File: src/rtl/kpe_pkg.sv
package kpe_pkg;

  // payload types
  typedef logic [3:0]        key_t;
  typedef logic [31:0]       word_t;
  typedef logic signed [4:0] pos_t;
  typedef logic [3:0]        count_t;
  typedef logic [3:0]        frac_t;

  // key codes
  localparam key_t KEY_DIGIT_MAX = 4'd9;
  localparam key_t KEY_ZERO      = 4'd0;
  localparam key_t KEY_POINT     = 4'd10;
  localparam key_t KEY_BACK      = 4'd11;

  // configuration register indexes
  localparam logic CFG_FRAC = 1'b0;
  localparam logic CFG_MAX  = 1'b1;

  // status codes
  localparam logic STAT_OK     = 1'b0;
  localparam logic STAT_AT_MAX = 1'b1;

  localparam pos_t   POS_NONE  = -5'sd1;
  localparam count_t COUNT_MAX = 4'd15;

  // n / 10 == (n * RECIP10) >> RECIP_SHIFT for every 32-bit n
  localparam word_t RECIP10     = 32'hCCCC_CCCD;
  localparam int    RECIP_SHIFT = 35;

  // controller to datapath
  typedef struct packed {
    logic latch;       // take the input beat, clear entry on start
    logic eval;        // decode the key, apply point and start work
    logic div_fin;     // backspace: drop the last digit
    logic mul_step;    // one clamped multiply by ten
    logic check;       // compare against max, commit or refuse digit
    logic scale_load;  // prepare scaling of the entry for output
    logic out_load;    // load the result register
  } kpe_cmd_t;

  // datapath to controller
  typedef struct packed {
    logic digit_ok;    // digit may be appended, needs max check
    logic div_need;    // backspace removes a digit
    logic cnt_zero;    // scale counter exhausted
  } kpe_stat_t;

endpackage

File: src/rtl/kpe_in_if.sv
interface kpe_in_if;
  logic             valid;
  logic             ready;
  logic             action;
  kpe_pkg::key_t    key;

  modport source (output valid, output action, output key, input ready);
  modport sink   (input valid, input action, input key, output ready);
endinterface

File: src/rtl/kpe_out_if.sv
interface kpe_out_if;
  logic             valid;
  logic             ready;
  logic             status;
  kpe_pkg::word_t   digits_value;
  kpe_pkg::pos_t    point_position;
  kpe_pkg::count_t  digit_count;
  kpe_pkg::word_t   scaled_value;

  modport source (output valid, output status, output digits_value,
                  output point_position, output digit_count,
                  output scaled_value, input ready);
  modport sink   (input valid, input status, input digits_value,
                  input point_position, input digit_count,
                  input scaled_value, output ready);
endinterface

File: src/rtl/kpe_ctrl.sv
module kpe_ctrl (
  input  logic               clk,
  input  logic               rst_n,
  input  logic               in_valid,
  output logic               in_ready,
  output logic               out_valid,
  input  logic               out_ready,
  input  kpe_pkg::kpe_stat_t stat,
  output kpe_pkg::kpe_cmd_t  cmd
);
  import kpe_pkg::*;

  typedef enum logic [7:0] {
    S_IDLE  = 8'b0000_0001,
    S_EVAL  = 8'b0000_0010,
    S_DIV   = 8'b0000_0100,
    S_MUL   = 8'b0000_1000,
    S_CHECK = 8'b0001_0000,
    S_LOAD  = 8'b0010_0000,
    S_SCALE = 8'b0100_0000,
    S_PUT   = 8'b1000_0000
  } state_t;

  state_t state_r, state_nxt;
  logic   out_valid_r, out_valid_nxt;
  logic   slot_free;

  assign slot_free = !out_valid_r || out_ready;
  assign in_ready  = (state_r == S_IDLE);
  assign out_valid = out_valid_r;

  // sequencer
  always_comb begin
    state_nxt = state_r;
    cmd       = '0;
    unique case (state_r)
      S_IDLE: begin
        if (in_valid) begin
          cmd.latch = 1'b1;
          state_nxt = S_EVAL;
        end
      end
      S_EVAL: begin
        cmd.eval = 1'b1;
        if (stat.digit_ok)      state_nxt = S_MUL;
        else if (stat.div_need) state_nxt = S_DIV;
        else                    state_nxt = S_LOAD;
      end
      S_DIV: begin
        cmd.div_fin = 1'b1;
        state_nxt   = S_LOAD;
      end
      S_MUL: begin
        if (stat.cnt_zero) state_nxt = S_CHECK;
        else               cmd.mul_step = 1'b1;
      end
      S_CHECK: begin
        cmd.check = 1'b1;
        state_nxt = S_LOAD;
      end
      S_LOAD: begin
        cmd.scale_load = 1'b1;
        state_nxt      = S_SCALE;
      end
      S_SCALE: begin
        if (stat.cnt_zero) state_nxt = S_PUT;
        else               cmd.mul_step = 1'b1;
      end
      S_PUT: begin
        if (slot_free) begin
          cmd.out_load = 1'b1;
          state_nxt    = S_IDLE;
        end
      end
      default: state_nxt = S_IDLE;
    endcase
  end

  // result slot occupancy
  always_comb begin
    out_valid_nxt = out_valid_r;
    if (cmd.out_load)     out_valid_nxt = 1'b1;
    else if (out_ready)   out_valid_nxt = 1'b0;
  end

  always_ff @(posedge clk) begin
    if (!rst_n) begin
      state_r     <= S_IDLE;
      out_valid_r <= 1'b0;
    end else begin
      state_r     <= state_nxt;
      out_valid_r <= out_valid_nxt;
    end
  end

endmodule

File: src/rtl/kpe_dp.sv
module kpe_dp (
  input  logic               clk,
  input  logic               rst_n,
  input  logic               cfg_we,
  input  logic               cfg_index,
  input  kpe_pkg::word_t     cfg_wdata,
  input  logic               in_action,
  input  kpe_pkg::key_t      in_key,
  input  kpe_pkg::kpe_cmd_t  cmd,
  output kpe_pkg::kpe_stat_t stat,
  output logic               out_status,
  output kpe_pkg::word_t     out_digits_value,
  output kpe_pkg::pos_t      out_point_position,
  output kpe_pkg::count_t    out_digit_count,
  output kpe_pkg::word_t     out_scaled_value
);
  import kpe_pkg::*;

  localparam logic [32:0] LIM33 = 33'h1_0000_0000;

  // exponent of the scaling: fraction setting less typed fraction digits, floor 0
  function automatic count_t scale_cnt(input frac_t fd, input pos_t pos);
    logic [3:0] p;
    logic [4:0] d;
    p = pos[4] ? 4'd0 : pos[3:0];
    d = {1'b0, fd} - {1'b0, p};
    return d[4] ? 4'd0 : d[3:0];
  endfunction

  function automatic count_t count_up(input count_t c);
    return (c == COUNT_MAX) ? COUNT_MAX : c + 4'd1;
  endfunction

  // configuration
  frac_t frac_r;
  word_t max_r;

  // entry state
  word_t  val_r, val_nxt;
  pos_t   pt_r, pt_nxt;
  count_t cnt_r, cnt_nxt;

  // work registers
  key_t         key_r, key_nxt;
  word_t        cand_r, cand_nxt;
  pos_t         np_r, np_nxt;
  logic [32:0]  w_r, w_nxt;
  count_t       sc_r, sc_nxt;
  logic [63:0]  prod_r, prod_nxt;
  logic         status_r, status_nxt;

  // result register
  logic   o_status_r;
  word_t  o_val_r, o_sc_r;
  pos_t   o_pt_r;
  count_t o_cnt_r;

  logic [35:0] nv;
  logic [32:0] nv_clamp;
  logic [36:0] w10;
  logic [32:0] w10_clamp;
  pos_t        np;

  // candidate value with the new digit, clamped at 2^32
  assign nv       = {1'b0, val_r, 3'b000} + {3'b000, val_r, 1'b0} + {32'd0, key_r};
  assign nv_clamp = (nv > {3'b000, LIM33}) ? LIM33 : nv[32:0];
  assign np       = (pt_r >= 0) ? pt_r + 5'sd1 : pt_r;

  // clamped multiply by ten
  assign w10       = {1'b0, w_r, 3'b000} + {3'b000, w_r, 1'b0};
  assign w10_clamp = (w10 > {4'b0000, LIM33}) ? LIM33 : w10[32:0];

  assign stat.digit_ok = (key_r <= KEY_DIGIT_MAX)
                       && (key_r != KEY_ZERO || val_r != '0 || pt_r >= 0)
                       && (pt_r < $signed({1'b0, frac_r}));
  assign stat.div_need = (key_r == KEY_BACK) && (pt_r != 5'sd0);
  assign stat.cnt_zero = (sc_r == 4'd0);

  always_comb begin
    val_nxt    = val_r;
    pt_nxt     = pt_r;
    cnt_nxt    = cnt_r;
    key_nxt    = key_r;
    cand_nxt   = cand_r;
    np_nxt     = np_r;
    w_nxt      = w_r;
    sc_nxt     = sc_r;
    prod_nxt   = prod_r;
    status_nxt = status_r;

    // new beat, start clears the entry first
    if (cmd.latch) begin
      key_nxt = in_key;
      if (in_action) begin
        val_nxt = '0;
        pt_nxt  = POS_NONE;
        cnt_nxt = '0;
      end
    end

    // key decode
    if (cmd.eval) begin
      status_nxt = STAT_OK;
      if (stat.digit_ok) begin
        cand_nxt = nv[31:0];
        w_nxt    = nv_clamp;
        sc_nxt   = scale_cnt(frac_r, np);
        np_nxt   = np;
      end else if (key_r == KEY_POINT) begin
        if (pt_r < 0) begin
          pt_nxt = 5'sd0;
          if (val_r == '0) cnt_nxt = count_up(cnt_r);
        end
      end else if (key_r == KEY_BACK) begin
        if (pt_r == 5'sd0) begin
          pt_nxt = POS_NONE;
          if (val_r == '0) cnt_nxt = '0;
        end else begin
          prod_nxt = {32'd0, val_r} * {32'd0, RECIP10};
        end
      end
    end

    // backspace removes a digit
    if (cmd.div_fin) begin
      val_nxt = {3'b000, prod_r[63:RECIP_SHIFT]};
      if (cnt_r != '0) begin
        cnt_nxt = cnt_r - 4'd1;
        if (pt_r > 0) pt_nxt = pt_r - 5'sd1;
      end
    end

    if (cmd.mul_step) begin
      w_nxt  = w10_clamp;
      sc_nxt = sc_r - 4'd1;
    end

    // maximum check on the appended digit
    if (cmd.check) begin
      if (w_r > {1'b0, max_r}) begin
        status_nxt = STAT_AT_MAX;
      end else begin
        val_nxt = cand_r;
        pt_nxt  = np_r;
        cnt_nxt = count_up(cnt_r);
      end
    end

    if (cmd.scale_load) begin
      w_nxt  = {1'b0, val_r};
      sc_nxt = scale_cnt(frac_r, pt_r);
    end
  end

  // config and entry state
  always_ff @(posedge clk) begin
    if (!rst_n) begin
      frac_r <= '0;
      max_r  <= '1;
      val_r  <= '0;
      pt_r   <= POS_NONE;
      cnt_r  <= '0;
    end else begin
      if (cfg_we) begin
        if (cfg_index == CFG_FRAC) frac_r <= cfg_wdata[3:0];
        else                       max_r  <= cfg_wdata;
      end
      val_r <= val_nxt;
      pt_r  <= pt_nxt;
      cnt_r <= cnt_nxt;
    end
  end

  // work and result payload
  always_ff @(posedge clk) begin
    key_r    <= key_nxt;
    cand_r   <= cand_nxt;
    np_r     <= np_nxt;
    w_r      <= w_nxt;
    sc_r     <= sc_nxt;
    prod_r   <= prod_nxt;
    status_r <= status_nxt;
    if (cmd.out_load) begin
      o_status_r <= status_r;
      o_val_r    <= val_r;
      o_pt_r     <= pt_r;
      o_cnt_r    <= cnt_r;
      o_sc_r     <= w_r[32] ? '1 : w_r[31:0];
    end
  end

  assign out_status         = o_status_r;
  assign out_digits_value   = o_val_r;
  assign out_point_position = o_pt_r;
  assign out_digit_count    = o_cnt_r;
  assign out_scaled_value   = o_sc_r;

endmodule

File: src/rtl/decimal_keypad_entry_editor.sv
// Keypad decimal-number entry editor.
// in_bus (valid/ready): one beat per key press, action (1 = start, clear the
// entry first) and key (0-9 digit, 10 point, 11 backspace, others ignored).
// out_bus (valid/ready): one result beat per input beat: status (1 = digit
// refused at max), the typed integer, point position (-1 none), digit count
// and the entry scaled by ten to the configured fraction digits.
// cfg_we/cfg_index/cfg_wdata: index 0 fraction digits, index 1 max value;
// write only while no beat is in flight.
// Per input beat the sequencer latches and decodes the key; a backspace
// that does not remove the point then runs the divide step, and a digit
// sent to the max check (kept or refused) runs a multiply-by-ten steps and
// the check. The entry is then scaled by b multiply-by-ten steps and the
// result loaded. a and b are each up to the fraction digit setting; both
// use one shared multiply-by-ten unit doing one step per cycle.
// One item is in work at a time; the next beat is taken the cycle after
// the result is loaded, even while that result is still waiting.
// Reset clears the entry (value 0, no point, count 0), fraction digits to 0
// and max to all ones. A stalled receiver holds the result register; the
// next finished result waits in the sequencer until the register frees.
module decimal_keypad_entry_editor (
  input  logic           clk,
  input  logic           rst_n,
  input  logic           cfg_we,
  input  logic           cfg_index,
  input  kpe_pkg::word_t cfg_wdata,
  kpe_in_if.sink         in_bus,
  kpe_out_if.source      out_bus
);
  import kpe_pkg::*;

  kpe_cmd_t  cmd;
  kpe_stat_t stat;

  kpe_ctrl u_ctrl (
    .clk       (clk),
    .rst_n     (rst_n),
    .in_valid  (in_bus.valid),
    .in_ready  (in_bus.ready),
    .out_valid (out_bus.valid),
    .out_ready (out_bus.ready),
    .stat      (stat),
    .cmd       (cmd)
  );

  kpe_dp u_dp (
    .clk                (clk),
    .rst_n              (rst_n),
    .cfg_we             (cfg_we),
    .cfg_index          (cfg_index),
    .cfg_wdata          (cfg_wdata),
    .in_action          (in_bus.action),
    .in_key             (in_bus.key),
    .cmd                (cmd),
    .stat               (stat),
    .out_status         (out_bus.status),
    .out_digits_value   (out_bus.digits_value),
    .out_point_position (out_bus.point_position),
    .out_digit_count    (out_bus.digit_count),
    .out_scaled_value   (out_bus.scaled_value)
  );

endmodule

File: src/flat_wrapper.sv
// flat-port wrapper written by rule: the top's interface ports become plain ports
module decimal_keypad_entry_editor_flat import kpe_pkg::*;
  (clk, rst_n, cfg_we, cfg_index, cfg_wdata, in_bus_valid, in_bus_action, in_bus_key, in_bus_ready, out_bus_valid, out_bus_status, out_bus_digits_value, out_bus_point_position, out_bus_digit_count, out_bus_scaled_value, out_bus_ready);
  kpe_in_if in_bus_i ();
  kpe_out_if out_bus_i ();
  input  logic clk;
  input  logic rst_n;
  input  logic cfg_we;
  input  logic cfg_index;
  input  kpe_pkg::word_t cfg_wdata;
  input wire logic [$bits(in_bus_i.valid)-1:0] in_bus_valid;
  input wire logic [$bits(in_bus_i.action)-1:0] in_bus_action;
  input wire logic [$bits(in_bus_i.key)-1:0] in_bus_key;
  output wire logic [$bits(in_bus_i.ready)-1:0] in_bus_ready;
  output wire logic [$bits(out_bus_i.valid)-1:0] out_bus_valid;
  output wire logic [$bits(out_bus_i.status)-1:0] out_bus_status;
  output wire logic [$bits(out_bus_i.digits_value)-1:0] out_bus_digits_value;
  output wire logic [$bits(out_bus_i.point_position)-1:0] out_bus_point_position;
  output wire logic [$bits(out_bus_i.digit_count)-1:0] out_bus_digit_count;
  output wire logic [$bits(out_bus_i.scaled_value)-1:0] out_bus_scaled_value;
  input wire logic [$bits(out_bus_i.ready)-1:0] out_bus_ready;
  assign in_bus_i.valid = in_bus_valid;
  assign in_bus_i.action = in_bus_action;
  assign in_bus_i.key = in_bus_key;
  assign in_bus_ready = in_bus_i.ready;
  assign out_bus_valid = out_bus_i.valid;
  assign out_bus_status = out_bus_i.status;
  assign out_bus_digits_value = out_bus_i.digits_value;
  assign out_bus_point_position = out_bus_i.point_position;
  assign out_bus_digit_count = out_bus_i.digit_count;
  assign out_bus_scaled_value = out_bus_i.scaled_value;
  assign out_bus_i.ready = out_bus_ready;
  decimal_keypad_entry_editor u_core (.clk(clk), .rst_n(rst_n), .cfg_we(cfg_we), .cfg_index(cfg_index), .cfg_wdata(cfg_wdata), .in_bus(in_bus_i), .out_bus(out_bus_i));
endmodule
File: config.mk
export PLATFORM = sky130hd
export DESIGN_NAME = decimal_keypad_entry_editor_flat
export DESIGN_NICKNAME = d
export VERILOG_FILES = /design/src/rtl/kpe_pkg.sv /design/src/rtl/kpe_in_if.sv /design/src/rtl/kpe_out_if.sv /design/src/rtl/kpe_ctrl.sv /design/src/rtl/kpe_dp.sv /design/src/rtl/decimal_keypad_entry_editor.sv /design/src/flat_wrapper.sv
export SDC_FILE = /design/constraint.sdc
export NUM_CORES = 2
export LEC_CHECK = 0
export BUFFER_PORTS_ARGS = -buffer_cell sky130_fd_sc_hd__buf_2
export CORE_UTILIZATION = 30
export CTS_BUF_LIST = sky130_fd_sc_hd__clkbuf_8
export DETAILED_ROUTE_END_ITERATION = 6
export GPL_TIMING_DRIVEN = 0
export PLACE_DENSITY = 0.56
export SYNTH_ARGS = -nofsm -noshare
export SYNTH_HDL_FRONTEND = slang
export SYNTH_SLANG_ARGS = --single-unit
File: constraint.sdc
create_clock -name clk -period 6.53 [get_ports clk]
set_input_delay 0.653 -clock clk [delete_from_list [all_inputs] [get_ports clk]]
set_output_delay 0.653 -clock clk [all_outputs]
set_load 0.005 [all_outputs]
==> results.json <==
{
  "die_area_um2": 111000,
  "p_leak_nw": 19.7,
  "layout_common_cells": "inv_1, ha_1, fa_1",
  "finalHoldViolCount": 0,
  "clk_pin_slew_ps": 70,
  "layout_commonest_cell": "inv_1",
  "cp-end-kind": "flip-flop",
  "antenna_found_initial": 5,
  "cts.sinks": 268,
  "synth_edf_count": 180,
  "synth-seq-cells": 268,
  "wl_met2_mm": 50.4,
  "avgSynthCellArea_um2": 9.83,
  "final_area_um2": 39900,
  "htree_levels": 2,
  "async_flop_share": 0,
  "utilization": 0.366,
  "vias_per_cell": 4.95,
  "ys_seq_area_frac": 0.217,
  "slowest_delay_ps": 620,
  "dpl.hpwl_mm": 83.9,
  "yosys_warnings": 0,
  "layout-drive-gt1-share": 0.204,
  "grt_pass1_wl_mm": 162,
  "grt_usage": 0.192,
  "cp.arrival_ps": 7720,
  "ir_worst_vdd_mv": 0.118,
  "num_vias": 25600,
  "core_um2": 109000,
  "cts_hold_buf": 0,
  "m1WireLength_mm": 45.6,
  "drt-wirelength-per-cell_um": 20.4,
  "die_h_um": 334,
  "fin_nets": 4656,
  "placed_cells": 4892,
  "relSlewSlack": 0.118,
  "cap_violations": 0,
  "critPathMostFrequentCell": "fa_1",
  "final_cell_count_no_fill": 5169,
  "areaGrowthSynthToFinish_pct": 21.0,
  "grt_max_degree": 38,
  "crit_fanout": 6,
  "wirelength_mm": 106,
  "power_density_nw_per_um2": 117,
  "fp-row-count": 121,
  "rsz0062_at_grt": "yes",
  "tightest_slew_ps": 1320,
  "timing_max_transition_violations_final": 0,
  "place_ws_ps": -2560,
  "syn_nets": 4296,
  "cts_buffers": 46,
  "setup_slack_ps": -772,
  "start_kind": "flip-flop",
  "grt_pass1_vias": 26400,
  "synth_area_um2": 33000,
  "status": "finished with violations",
  "rrSetupSlack_ps": -770,
  "num-fill-cells": 11000,
  "ys.flop_type": "edfxtp_1",
  "drt-initial-drc-count": 1547,
  "grt_overflow": 0,
  "slowest_stage": "fa_1",
  "drt-pass1-iter-count": 5,
  "met3_length_mm": 5.70,
  "path_class": "reg -> reg",
  "drc": 0,
  "placement.io_buffers": 118,
  "timing.fmax_mhz": 137,
  "clk_latency_ps": 670,
  "clk_path_buf_depth": 3,
  "violations": "setup timing",
  "root_buffer": "clkbuf_8",
  "crit_required_ps": 6950,
  "tritoncts": "done",
  "period_minus_slack_ps": 7300,
  "die_w_um": 334,
  "finalSetupViolations": 29,
  "clock_skew_ps": 37.7,
  "synth_cell_types": 97,
  "netlist_instances": 3356,
  "placed_cell_area_um2": 35900,
  "top_layer_used": "met4",
  "hp-class": "in -> reg",
  "io_pins": 119,
  "antenna_left": 0,
  "fin_crit_sh": 1.12,
  "gp_congestion": 0.944,
  "start_util": 0.303
}
==> what timing repair did <==
| item | CTS | global route |
|---|---|---|
| gates resized for setup | 241 | 110 |
| endpoints found under the setup margin | 29 | 29 |
| buffers inserted | 164 | 34 |
| pin swaps | 126 | 84 |
==> state kept, by name, indices dropped and copies added, names as in the netlist, 5 cells and up <==
register and count:
u_core.u_dp.val_r 32, u_core.u_dp.w_r 33, u_core.u_ctrl.state_r 8, u_core.u_dp.pt_r 5
u_core.u_dp.np_r 5, u_core.u_dp.out_scaled_value 32, u_core.u_dp.cand_r 32, u_core.u_dp.prod_r 29
u_core.u_dp.max_r 32, u_core.u_dp.out_point_position 5, u_core.u_dp.out_digits_value 32
==> final cells by class <==
cell class	instances	area, um2	area share
multi-input combinational	2262	24300	0.609
sequential	268	7290	0.183
inverter	749	2860	0.0717
timing repair buffer	313	2350	0.0589
tap	1414	1770	0.0443
clock buffer	54	743	0.0186
buffer	76	364	0.00912
clock inverter	32	220	0.00552
antenna	1	2.50	0.0000627
==> metal layers <==
layer | global-route usage | vias up
li1 | - | 12000
met1 | 0.251 | 12600
met2 | 0.322 | 766
met3 | 0.0224 | 175
met4 | 0.0714 | 0
met5 | 0 | -
==> stage by stage <==
stage / setup TNS, ps / hold WS [ps] / power, mW
finish: -13550 / 158 / 4.66
detailed placement: -53150 / 419 / 3.05
global placement: -103460 / 412 / 3.04
CTS: -12910 / 101 / 4.71
global route: -19060 / 123 / 4.90
floorplan: -16.1 / 406 / 2.71
==> cell families after synthesis <==
| logic type | Yosys count | synth area share |
|---|---|---|
| AO/OA/AOI/OAI | 578 | 0.119 |
| buffers and inverters | 826 | 0.0948 |
| XOR/XNOR | 123 | 0.0326 |
| AND/OR/NAND/NOR | 651 | 0.103 |
| flip-flops | 268 | 0.217 |
| multiplexers | 13 | 0.00410 |
| adder cells (fa/ha/maj) | 897 | 0.429 |
==> power breakdown <==
group          internal, mW  leakage, nW  switching, mW
logic                 0.370         16.9          0.620
registers              1.94         2.26         0.0961
clock network         0.847        0.551          0.784
==> path summary, 6_finish.rpt <==
kind | to | startpoint | depth (start not counted)
worst max-delay path | u_core.u_dp.prod_r[54] | u_core.u_dp.val_r[22] | 28
worst min-delay path | u_core.u_dp.key_r[0] | in_bus_key[0] | 1
worst max register to register | u_core.u_dp.prod_r[54] | u_core.u_dp.val_r[22] | 28
worst min register to register | u_core.u_dp.out_digit_count[2] | u_core.u_dp.cnt_r[2] | 0
==> Yosys cell counts, types with 8 or more instances <==
cell | instances | area [um2]
inv_1 | 747 | 2800
ha_1 | 505 | 6320
fa_1 | 392 | 7850
edfxtp_1 | 180 | 5410
nand2_1 | 174 | 653
a21oi_1 | 141 | 706
nand3_1 | 115 | 576
dfxtp_1 | 88 | 1760
o21ai_0 | 86 | 430
nor2_1 | 84 | 315
clkbuf_1 | 68 | 255
xor2_1 | 67 | 587
a21o_1 | 66 | 495
xnor2_1 | 56 | 490
o211ai_1 | 52 | 390
nor3_1 | 42 | 210
nand4_1 | 37 | 231
o21ai_1 | 34 | 170
or2_2 | 31 | 194
o211a_1 | 30 | 300
nor2b_1 | 26 | 163
and2_1 | 24 | 150
and3_1 | 20 | 125
o21a_1 | 19 | 143
nor4_1 | 16 | 100
o21bai_1 | 16 | 120
nor3b_1 | 15 | 113
a31oi_1 | 14 | 87.6
nand2b_1 | 14 | 87.6
a211oi_1 | 12 | 90.1
a211o_1 | 9 | 78.8
mux2i_1 | 9 | 90.1
or3_1 | 9 | 56.3
a22oi_1 | 8 | 60.1
o22ai_1 | 8 | 50.1
==> worst max-delay path: cells and delay by family, from the launching register on <==
kind	cells	cell delay (ps)
buf+inv	9	1030
compound gates	5	820
xor+xnor	1	130
flops	1	400
simple gates	4	640
fa+ha+maj	9	3980
Note: power is estimated with default switching activity, not from simulation.
